### src/hdl/rmth_pkg.sv
// ----------------------------------------------------------------------------
// rmth_pkg: shared types and constants for the running median block
// Sizes, datapath command codes, controller states and heap ordering helper.
// ----------------------------------------------------------------------------
package rmth_pkg;

	localparam int HEAP_DEPTH = 512;
	localparam int VALUE_BITS = 32;
	localparam int MED_BITS   = VALUE_BITS + 1;
	localparam int IDX_W      = $clog2(HEAP_DEPTH);
	localparam int CNT_W      = IDX_W + 1;

	typedef logic signed [VALUE_BITS-1:0] value_t;
	typedef logic signed [MED_BITS-1:0]   med_t;
	typedef logic [IDX_W-1:0]             idx_t;
	typedef logic [CNT_W-1:0]             cnt_t;

	localparam logic HEAP_LO = 1'b0;
	localparam logic HEAP_HI = 1'b1;

	typedef enum logic [3:0] {
		DP_NOP,
		DP_LOAD,
		DP_PUSH_INIT,
		DP_PUSH_RD,
		DP_PUSH_CMP,
		DP_POP_INIT,
		DP_POP_LAST,
		DP_POP_RD,
		DP_POP_CMP,
		DP_FIN
	} dp_op_t;

	typedef enum logic [3:0] {
		ST_IDLE,
		ST_DECIDE,
		ST_OP_START,
		ST_PUSH_RD,
		ST_PUSH_CMP,
		ST_POP_LAST,
		ST_POP_RD,
		ST_POP_CMP,
		ST_FIN
	} ctl_state_t;

	typedef struct packed {
		dp_op_t op;
		logic   heap;
		logic   from_v;
		logic   med_eq;
		logic   drop;
	} dp_cmd_t;

	typedef struct packed {
		logic above;
		logic cnt_eq;
		logic lo_gt;
		logic full;
		logic k_zero;
		logic up_move;
		logic n_zero;
		logic c_out;
		logic dn_move;
	} dp_status_t;

	// one heap operation of an item plan
	typedef struct packed {
		logic pop;
		logic heap;
		logic from_v;
	} heap_op_t;

	// true if a belongs above b: lower heap keeps its maximum on top
	function automatic logic hp_above(logic heap, value_t a, value_t b);
		hp_above = (heap == HEAP_LO) ? (a > b) : (a < b);
	endfunction

endpackage

### src/hdl/rmth_ctrl.sv
// ----------------------------------------------------------------------------
// rmth_ctrl: item sequencer
// Picks the heap operations for each item, steps the sift loops and hands
// the result to the output channel.
// ----------------------------------------------------------------------------
module rmth_ctrl (
	input  logic                 clk,
	input  logic                 arst_n,
	input  logic                 sample_valid,
	output logic                 sample_ready,
	output logic                 result_valid,
	input  logic                 result_ready,
	output rmth_pkg::dp_cmd_t    cmd,
	input  rmth_pkg::dp_status_t status
);
	import rmth_pkg::*;

	ctl_state_t state_q, state_d;
	heap_op_t   ops_q [3];
	logic [1:0] nops_q, idx_q;
	logic       med_eq_q, drop_q, out_valid_q;
	heap_op_t   cur;
	logic       op_done, out_free;

	assign cur      = ops_q[idx_q];
	assign out_free = !out_valid_q || result_ready;

	// next state
	always_comb begin
		state_d = state_q;
		unique case (state_q)
			ST_IDLE:     if (sample_valid) state_d = ST_DECIDE;
			ST_DECIDE:   state_d = ST_OP_START;
			ST_OP_START: begin
				if (idx_q == nops_q)
					state_d = ST_FIN;
				else if (!cur.pop)
					state_d = ST_PUSH_RD;
				else if (!status.n_zero)
					state_d = ST_POP_LAST;
			end
			ST_PUSH_RD:  state_d = status.k_zero ? ST_OP_START : ST_PUSH_CMP;
			ST_PUSH_CMP: state_d = status.up_move ? ST_PUSH_RD : ST_OP_START;
			ST_POP_LAST: state_d = ST_POP_RD;
			ST_POP_RD:   state_d = status.c_out ? ST_OP_START : ST_POP_CMP;
			ST_POP_CMP:  state_d = status.dn_move ? ST_POP_RD : ST_OP_START;
			ST_FIN:      if (out_free) state_d = ST_IDLE;
			default:     state_d = ST_IDLE;
		endcase
	end

	// outputs
	always_comb begin
		cmd.op     = DP_NOP;
		cmd.heap   = cur.heap;
		cmd.from_v = cur.from_v;
		cmd.med_eq = med_eq_q;
		cmd.drop   = drop_q;
		op_done    = 1'b0;
		unique case (state_q)
			ST_IDLE:     if (sample_valid) cmd.op = DP_LOAD;
			ST_OP_START: begin
				if (idx_q != nops_q) begin
					cmd.op  = cur.pop ? DP_POP_INIT : DP_PUSH_INIT;
					op_done = cur.pop && status.n_zero;
				end
			end
			ST_PUSH_RD: begin
				cmd.op  = DP_PUSH_RD;
				op_done = status.k_zero;
			end
			ST_PUSH_CMP: begin
				cmd.op  = DP_PUSH_CMP;
				op_done = !status.up_move;
			end
			ST_POP_LAST: cmd.op = DP_POP_LAST;
			ST_POP_RD: begin
				cmd.op  = DP_POP_RD;
				op_done = status.c_out;
			end
			ST_POP_CMP: begin
				cmd.op  = DP_POP_CMP;
				op_done = !status.dn_move;
			end
			ST_FIN: begin
				cmd.heap = ops_q[0].heap;
				if (out_free)
					cmd.op = DP_FIN;
			end
			default: ;
		endcase
	end

	always_ff @(posedge clk or negedge arst_n) begin
		if (!arst_n) begin
			state_q     <= ST_IDLE;
			nops_q      <= '0;
			idx_q       <= '0;
			med_eq_q    <= 1'b0;
			drop_q      <= 1'b0;
			out_valid_q <= 1'b0;
			for (int i = 0; i < 3; i++)
				ops_q[i] <= '0;
		end else begin
			state_q <= state_d;
			if (op_done)
				idx_q <= idx_q + 1'b1;
			if (state_q == ST_DECIDE) begin
				idx_q    <= '0;
				med_eq_q <= status.cnt_eq;
				drop_q   <= status.full;
				if (status.full) begin
					nops_q <= 2'd0;
				end else if (status.cnt_eq || (status.lo_gt && status.above) ||
						(!status.lo_gt && !status.above)) begin
					// single insert, no rebalance
					nops_q   <= 2'd1;
					ops_q[0] <= '{pop: 1'b0, heap: status.above, from_v: 1'b1};
				end else begin
					// move the larger heap's top across, then insert
					nops_q   <= 2'd3;
					ops_q[0] <= '{pop: 1'b1, heap: status.above, from_v: 1'b0};
					ops_q[1] <= '{pop: 1'b0, heap: !status.above, from_v: 1'b0};
					ops_q[2] <= '{pop: 1'b0, heap: status.above, from_v: 1'b1};
				end
			end
			if (state_q == ST_FIN && out_free)
				out_valid_q <= 1'b1;
			else if (result_ready)
				out_valid_q <= 1'b0;
		end
	end

	assign sample_ready = state_q == ST_IDLE;
	assign result_valid = out_valid_q;

`ifndef SYNTH
	a_idx_bound: assert property (@(posedge clk) disable iff (!arst_n)
		idx_q <= nops_q)
		else $error("plan index past plan length");
	a_drop_no_ops: assert property (@(posedge clk) disable iff (!arst_n)
		(state_q == ST_FIN && drop_q) |-> nops_q == 2'd0)
		else $error("dropped item ran heap operations");
	a_fin_done: assert property (@(posedge clk) disable iff (!arst_n)
		(state_q == ST_FIN) |-> idx_q == nops_q)
		else $error("result issued before plan finished");
`endif
endmodule

### config.mk
export PLATFORM = sky130hd
export DESIGN_NAME = rmth_ctrl
export DESIGN_NICKNAME = d
export VERILOG_FILES = /design/src/hdl/rmth_pkg.sv /design/src/hdl/rmth_ctrl.sv
export SDC_FILE = /design/constraint.sdc
export NUM_CORES = 1
export LEC_CHECK = 0
export BUFFER_PORTS_ARGS = -buffer_cell sky130_fd_sc_hd__buf_2
export CAP_MARGIN = 20
export CORE_ASPECT_RATIO = 1.2
export CORE_MARGIN = 1
export CORE_UTILIZATION = 45
export DETAILED_ROUTE_END_ITERATION = 10
export GPL_TIMING_DRIVEN = 1
export PLACE_DENSITY = 0.68
export SKIP_CTS_REPAIR_TIMING = 1
export SYNTH_ARGS = -nofsm -noshare
export SYNTH_HDL_FRONTEND = slang
export SYNTH_SLANG_ARGS = --single-unit
### constraint.sdc
create_clock -name clk -period 5 [get_ports clk]
set_input_delay 0.5 -clock clk [delete_from_list [all_inputs] [get_ports clk]]
set_output_delay 0.5 -clock clk [all_outputs]
set_load 0.005 [all_outputs]
==> reports/qor.csv, run 1 <==
metric,value,unit
I/O pin count,23,
share of cells above drive strength 1,23.9,%
top cell type's share of synthesized area,38.7,%
sequential area share after synthesis,38.7,%
"Slowest-stage cell, CP",dfrtp_1,
core area,0.00231,mm²
Period minus WS final,2.45,ns
wire per inst,13.8,µm
Critical Path AT,1.95,ns
PnR worst setup slack,2.55,ns
Cells after Synth,119,
r2r worst-path depth,4,
CP cell instances,nor3_1 -> nand2_1 -> a31oi_1 -> o211ai_1 -> buf_2,
fmax,408,MHz
first-pass GRT wire length,3660,µm
busiest grt layer,met2,
Root Buffer,clkbuf_4,
First DRT Iteration DRCs,32,
CTS Sinks,17,
"Async S/R FF share, synth",100,%
final WL,2270,µm
PwrDens,573,mW/mm²
M3 GR Usage,2.92,%
final setup TNS,0,ns
cts bufs inserted,3,
Area contributors post-synth,"dfrtp_1 (39%), nand2_1 (4.1%), nor2_1 (4.1%), nand2b_1 (3.4%), buf_6 (3.1%)",
clock latency on the worst-skew pair,0.29,ns
outcome,"complete, no violations",
Leakage Power,0.554,nW
max-slew violation total from the final report,0,
GRT met1 Usage,24.2,%
CTS tree,built,
Required @ worst endpoint,4.50,ns
Die ar.,0.00265,mm²
CP endpoint kind,output port,
nets,148,
Tot GR Track Use,19.3,%
initial antenna violation count,0,
largest net degree at the start of global routing,21,
Rows,19,
CP startpoint kind,flip-flop,
FF-to-FF End,ops_q[1]$_DFFE_PN0P_,
met2 Usage GRT,31.9,%
PortBufs,22,
reg-to-reg critical path startpoint,state_q[3]$_DFFE_PN0P_,
die extent in x,47.1,µm
drt pass-1 iters,4,
via count,927,
number of flops mapped to enable cells by yosys,0,
multi-input logic area,589,µm²
Ys Warns,0,
Mean Syn Cell Area,9.24,µm²
"CP delay by family, top",flip-flops,
Filler cells,228,
Max transition margin,58.7,%
Final Hold Vio Count,0,
DR DRC count,0,
Detailed Place HPWL,1720,µm
Final Power,0.688,mW
Clock transition at path regs,0.09,ns
vias per inst,5.62,
critical path launch point,state_q[2]$_DFFE_PN0P_,
kind of critical path,reg2out,
WP depth,5,
CP Buf/Inv Count,1,
FF-to-FF setup slack,2.96,ns
Die Span Y,56.2,µm
worst-margin pin slew,0.619,ns
grt total ovfl,0,
CTS H-Tree Depth,1,
Setup WS pre-CTS,2.90,ns
RSZ-0062 raised after global routing,no,
max_cap viols,0,
Max stage delay on crit path,0.61,ns
Hold WC Path Type,in2async,
Synth Cell Area,0.00110,mm²
Final ANT Viol Nets,0,
starting density of the core,47.7,%
Mapped Nets,132,
Antenna Cells,0,
Reg area,425,µm²
Synth cell types,47,
Worst VDD drop,0.259,mV
fin crit share,49.1,%
Worst Skew,0.00271,ns
gpl congestion,0.914,
"critical path fanouts, max",20,
top_reg_cell synth,dfrtp_1,
Critical Path End,cmd[3],
area growth from synthesis to layout,9.21,%
final setup vio count,0,
number of synthesized register bits,17,
Fin Hold WS,0.108,ns
number of global-route vias before repair,833,
Yosys top cell by area,dfrtp_1,
Longest Clk Path Bufs,2,
[power breakdown]
| group | leakage, nW | internal, mW | switching (mW) |
|---|---|---|---|
| clock network | 0.0150 | 0.0311 | 0.0417 |
| logic | 0.329 | 0.167 | 0.166 |
| registers | 0.211 | 0.194 | 0.0882 |
[final cells by class]
cell class,instances,share of cell area [%]
Inverter,3,0.938
Multi-Input combinational cell,88,49.1
Timing Repair Buffer,22,9.17
Clock buffer,4,2.19
Sequential cell,17,35.4
Tap cell,31,3.23
[stage by stage]
stage / cells / util [%] / instance area, µm²
5_1_grt: 165 / 52.1 / 1200
4_1_cts: 165 / 52.1 / 1200
6_report: 165 / 52.1 / 1200
3_3_place_gp: 161 / 50.9 / 1170
2_1_floorplan: 119 / - / 1100
3_5_place_dp: 161 / 50.9 / 1170
[Yosys cell counts (2+ instances only)]
library cell,n
dfrtp_1,17
nand2_1,12
nor2_1,12
nand2b_1,6
o21ai_0,5
clkbuf_1,4
nand3_1,4
a21o_1,3
buf_6,3
mux2i_1,3
nor2b_1,3
nor3_1,3
o211ai_1,3
xnor2_1,3
a31oi_1,2
buf_2,2
buf_4,2
inv_1,2
o22ai_1,2
[state kept, by name, summed over array words and instances, names as in the netlist]
signal,flops
ops_q,6
state_q,4
idx_q,2
nops_q,2
drop_q,1
med_eq_q,1
result_valid,1
[layer usage]
metal  routed length, µm  vias to the layer above
met5                   0                        -
met4                  42                        0
met3                  75                        5
met2                1110                       26
met1                1040                      437
li1                    -                      459
[worst min-delay path by stage]
stage	start	end	slack [ns]	cells past startpoint
floorplan	arst_n	drop_q$_DFFE_PN0P_	0.20	0
global placement	arst_n	drop_q$_DFFE_PN0P_	0.44	1
detailed placement	arst_n	drop_q$_DFFE_PN0P_	0.44	1
CTS	arst_n	ops_q[8]$_DFFE_PN0P_	0.12	1
global route	arst_n	drop_q$_DFFE_PN0P_	0.13	1
finish	arst_n	ops_q[6]$_DFFE_PN0P_	0.11	1
[cell usage in the layout, fill, tap and decap left out, types with 2 or more instances in the layout]
| cell type | n |
|---|---|
| a21o_1 | 3 |
| o22ai_1 | 2 |
| nand2_1 | 12 |
| mux2i_1 | 3 |
| nor2b_1 | 3 |
| clkbuf_4 | 3 |
| nor3_1 | 3 |
| dfrtp_1 | 17 |
| xnor2_1 | 3 |
| nand3_1 | 4 |
| nand2b_1 | 6 |
| nor2_1 | 12 |
| inv_1 | 2 |
| o211ai_1 | 3 |
| o21ai_0 | 5 |
| a31oi_1 | 2 |
| buf_2 | 22 |
[cell families after synthesis]
| family | Yosys count | synth area share (%) |
|---|---|---|
| simple gates | 53 | 28.3 |
| mux | 5 | 4.78 |
| buf+inv | 14 | 7.74 |
| compound gates | 27 | 18.1 |
| xor+xnor | 3 | 2.39 |
| flops | 17 | 38.7 |
Power figures use the tool's default switching activity.
==> run 2, diff against run 1 <==
==> constraint.sdc (replaced) <==
create_clock -name clk -period 2.39 [get_ports clk]
set_input_delay 0.239 -clock clk [delete_from_list [all_inputs] [get_ports clk]]
set_output_delay 0.239 -clock clk [all_outputs]
set_load 0.005 [all_outputs]
==> run 2 against run 1 <==
Against the previous run: die area stayed put; design area is 2.7% higher; first-iteration DRC count is 47% lower; non-clock buffer count is 4 higher; sequential cell count stayed put; sequential share of layout area is 0.93 points lower; critical endpoint is now cmd[6]; largest power group unchanged.
==> reports/qor.csv, run 2 (synthesis results as in run 1) <==
metric,value,unit,change
cts bufs inserted,3,,unchanged
Antenna Cells,0,,unchanged
CTS H-Tree Depth,1,,unchanged
internal power,0.847,mW,+120%
CP endpoint kind,output port,,
Die Span Y,56.2,µm,unchanged
final setup TNS,0,ns,unchanged
wire per inst,13.7,µm,about the same
Required @ worst endpoint,2.15,ns,-2.35 ns
Worst Skew,0.000936,ns,-0.00177 ns
DR DRC count,0,,unchanged
CTS tree,built,,
initial antenna violation count,0,,unchanged
register bank with the most flops,ops_q,,
outcome,"complete, no violations",,
Critical Path AT,1.92,ns,-0.03 ns
CTS Sinks,17,,unchanged
via count,925,,-0.22%
nets,152,,+2.7%
worst-margin pin slew,0.682,ns,+0.0632 ns
Leakage Power,0.574,nW,+3.5%
Largest regs,"ops_q (6), state_q (4)",,
fmax,462,MHz,
gpl congestion,0.784,,-14%
CP startpoint kind,flip-flop,,
Root Buffer,clkbuf_4,,
Max transition margin,54.4,%,-4.3 points
placed insts,164,,+1.9%
Period minus WS final,2.16,ns,
drt pass-1 iters,4,,unchanged
PwrDens,1200,mW/mm²,+110%
Rows,19,,unchanged
sw frac,42.6,%,-0.41 points
fin crit share,90.5,%,
first-pass GRT wire length,3660,µm,unchanged
vias per inst,5.47,,-2.6%
PortBufs,22,,unchanged
kind of critical path,reg2out,,
largest net degree at the start of global routing,21,,unchanged
"critical path fanouts, max",7,,-65%
Largest register FFs,6,,unchanged
share of cells above drive strength 1,25.4,%,+1.5 points
clock latency on the worst-skew pair,0.29,ns,about the same
grt total ovfl,0,,unchanged
I/O pin count,23,,unchanged
final setup vio count,0,,unchanged
most frequent cells in the layout,"buf_2 (22), dfrtp_1 (17), nand2_1 (12), nor2_1 (12), nand2b_1 (6)",,
Hold WC Path Type,in2reg,,
Final ANT Viol Nets,0,,unchanged
sw power,0.629,mW,+110%
max-slew violation total from the final report,0,,unchanged
Sequential Power Share,38.5,%,-2.5 points
Longest Clk Path Bufs,2,,unchanged
number of global-route vias before repair,827,,-0.72%
die extent in x,47.1,µm,unchanged
RSZ-0062 raised after global routing,no,,
core area,0.00231,mm²,unchanged
Reg area,425,µm²,unchanged
Clock power frac,10.4,%,-0.2 points
Filler cells,232,,+1.8%
Worst VDD drop,0.802,mV,+210%
Clock transition at path regs,0.09,ns,about the same
Logic pwr share,51.1,%,+2.7 points
Detailed Place HPWL,1760,µm,+2.4%
Die ar.,0.00265,mm²,unchanged
"most common cell after layout, fill and taps aside",buf_2,,
First DRT Iteration DRCs,17,,-47%
multi-input logic area,589,µm²,unchanged
final WL,2320,µm,+2.3%
fin cells,169,,+2.4%
Final Hold Vio Count,0,,unchanged
max_cap viols,0,,unchanged
Tot GR Track Use,19.2,%,-0.088 points
starting density of the core,47.7,%,unchanged
area growth from synthesis to layout,12.2,%,
-- run 2: changes by cell type in the layout (fill, tap and decap cells not counted) --
cell,change
buf_4,+3
dlygate4sd3_1,+1
-- run 2: layout make-up --
| class | instances | share of cell area (%) |
|---|---|---|
| clock buffers | 4 | 2.13 |
| inverters | 3 | 0.913 |
| multi-input cells | 88 | 47.8 |
| flip-flops and latches | 17 | 34.5 |
| well taps | 31 | 3.14 |
| repair buffers | 26 | 11.6 |
-- run 2: worst max-delay path: stages, from the launching register on --
cell,delay (ns)
dfrtp_1,0.48
nor3b_1,0.62
a31oi_1,0.18
a211oi_1,0.20
buf_2,0.15
-- run 2: path summary, 6_finish.rpt --
| check | slack (ns) | cells past startpoint | end | startpoint |
|---|---|---|---|---|
| worst max-delay path | 0.23 | 4 | cmd[6] | idx_q[1]$_DFFE_PN0P_ |
| worst min-delay path | 0.15 | 2 | state_q[2]$_DFFE_PN0P_ | status[2] |
| worst max register to register | 0.43 | 4 | ops_q[1]$_DFFE_PN0P_ | state_q[0]$_DFFE_PN0P_ |
| worst min register to register | 0.47 | 1 | ops_q[0]$_DFFE_PN0P_ | ops_q[0]$_DFFE_PN0P_ |
| max in group asynchronous | 1.74 | 2 | ops_q[0]$_DFFE_PN0P_ | arst_n |
| min in group asynchronous | 0.38 | 2 | drop_q$_DFFE_PN0P_ | arst_n |
-- run 2: power groups by stage --
stage	clock, mW	sequential, mW	combinational [mW]
4_1_cts	0.161	0.564	0.764
5_1_grt	0.170	0.583	0.848
6_report	0.154	0.568	0.754
2_1_floorplan	0	0.474	0.660
3_3_place_gp	0	0.562	0.742
3_5_place_dp	0	0.569	0.757
-- run 2: through the flow --
stage / instance area (µm²) / util, % / hold slack [ns] / total power [mW] / setup WS, ns
floorplan: 1100 / - / -0.0566 / 1.13 / 0.694
global placement: 1200 / 51.9 / 0.181 / 1.30 / 0.500
global route: 1230 / 53.5 / 0.149 / 1.60 / 0.0420
CTS: 1220 / 53.1 / -0.141 / 1.49 / 0.217
finish: 1230 / 53.5 / 0.154 / 1.48 / 0.227
detailed placement: 1200 / 51.9 / 0.183 / 1.33 / 0.416
-- run 2: metal layers --
metal  global-route usage [%]  up-vias  part of all wire [%]
met3                     2.92        5                   2.8
met5                        0        -                     0
li1                         -      467                     -
met2                     31.3       22                    52
met1                     24.5      431                    44
met4                     7.35        0                   1.7
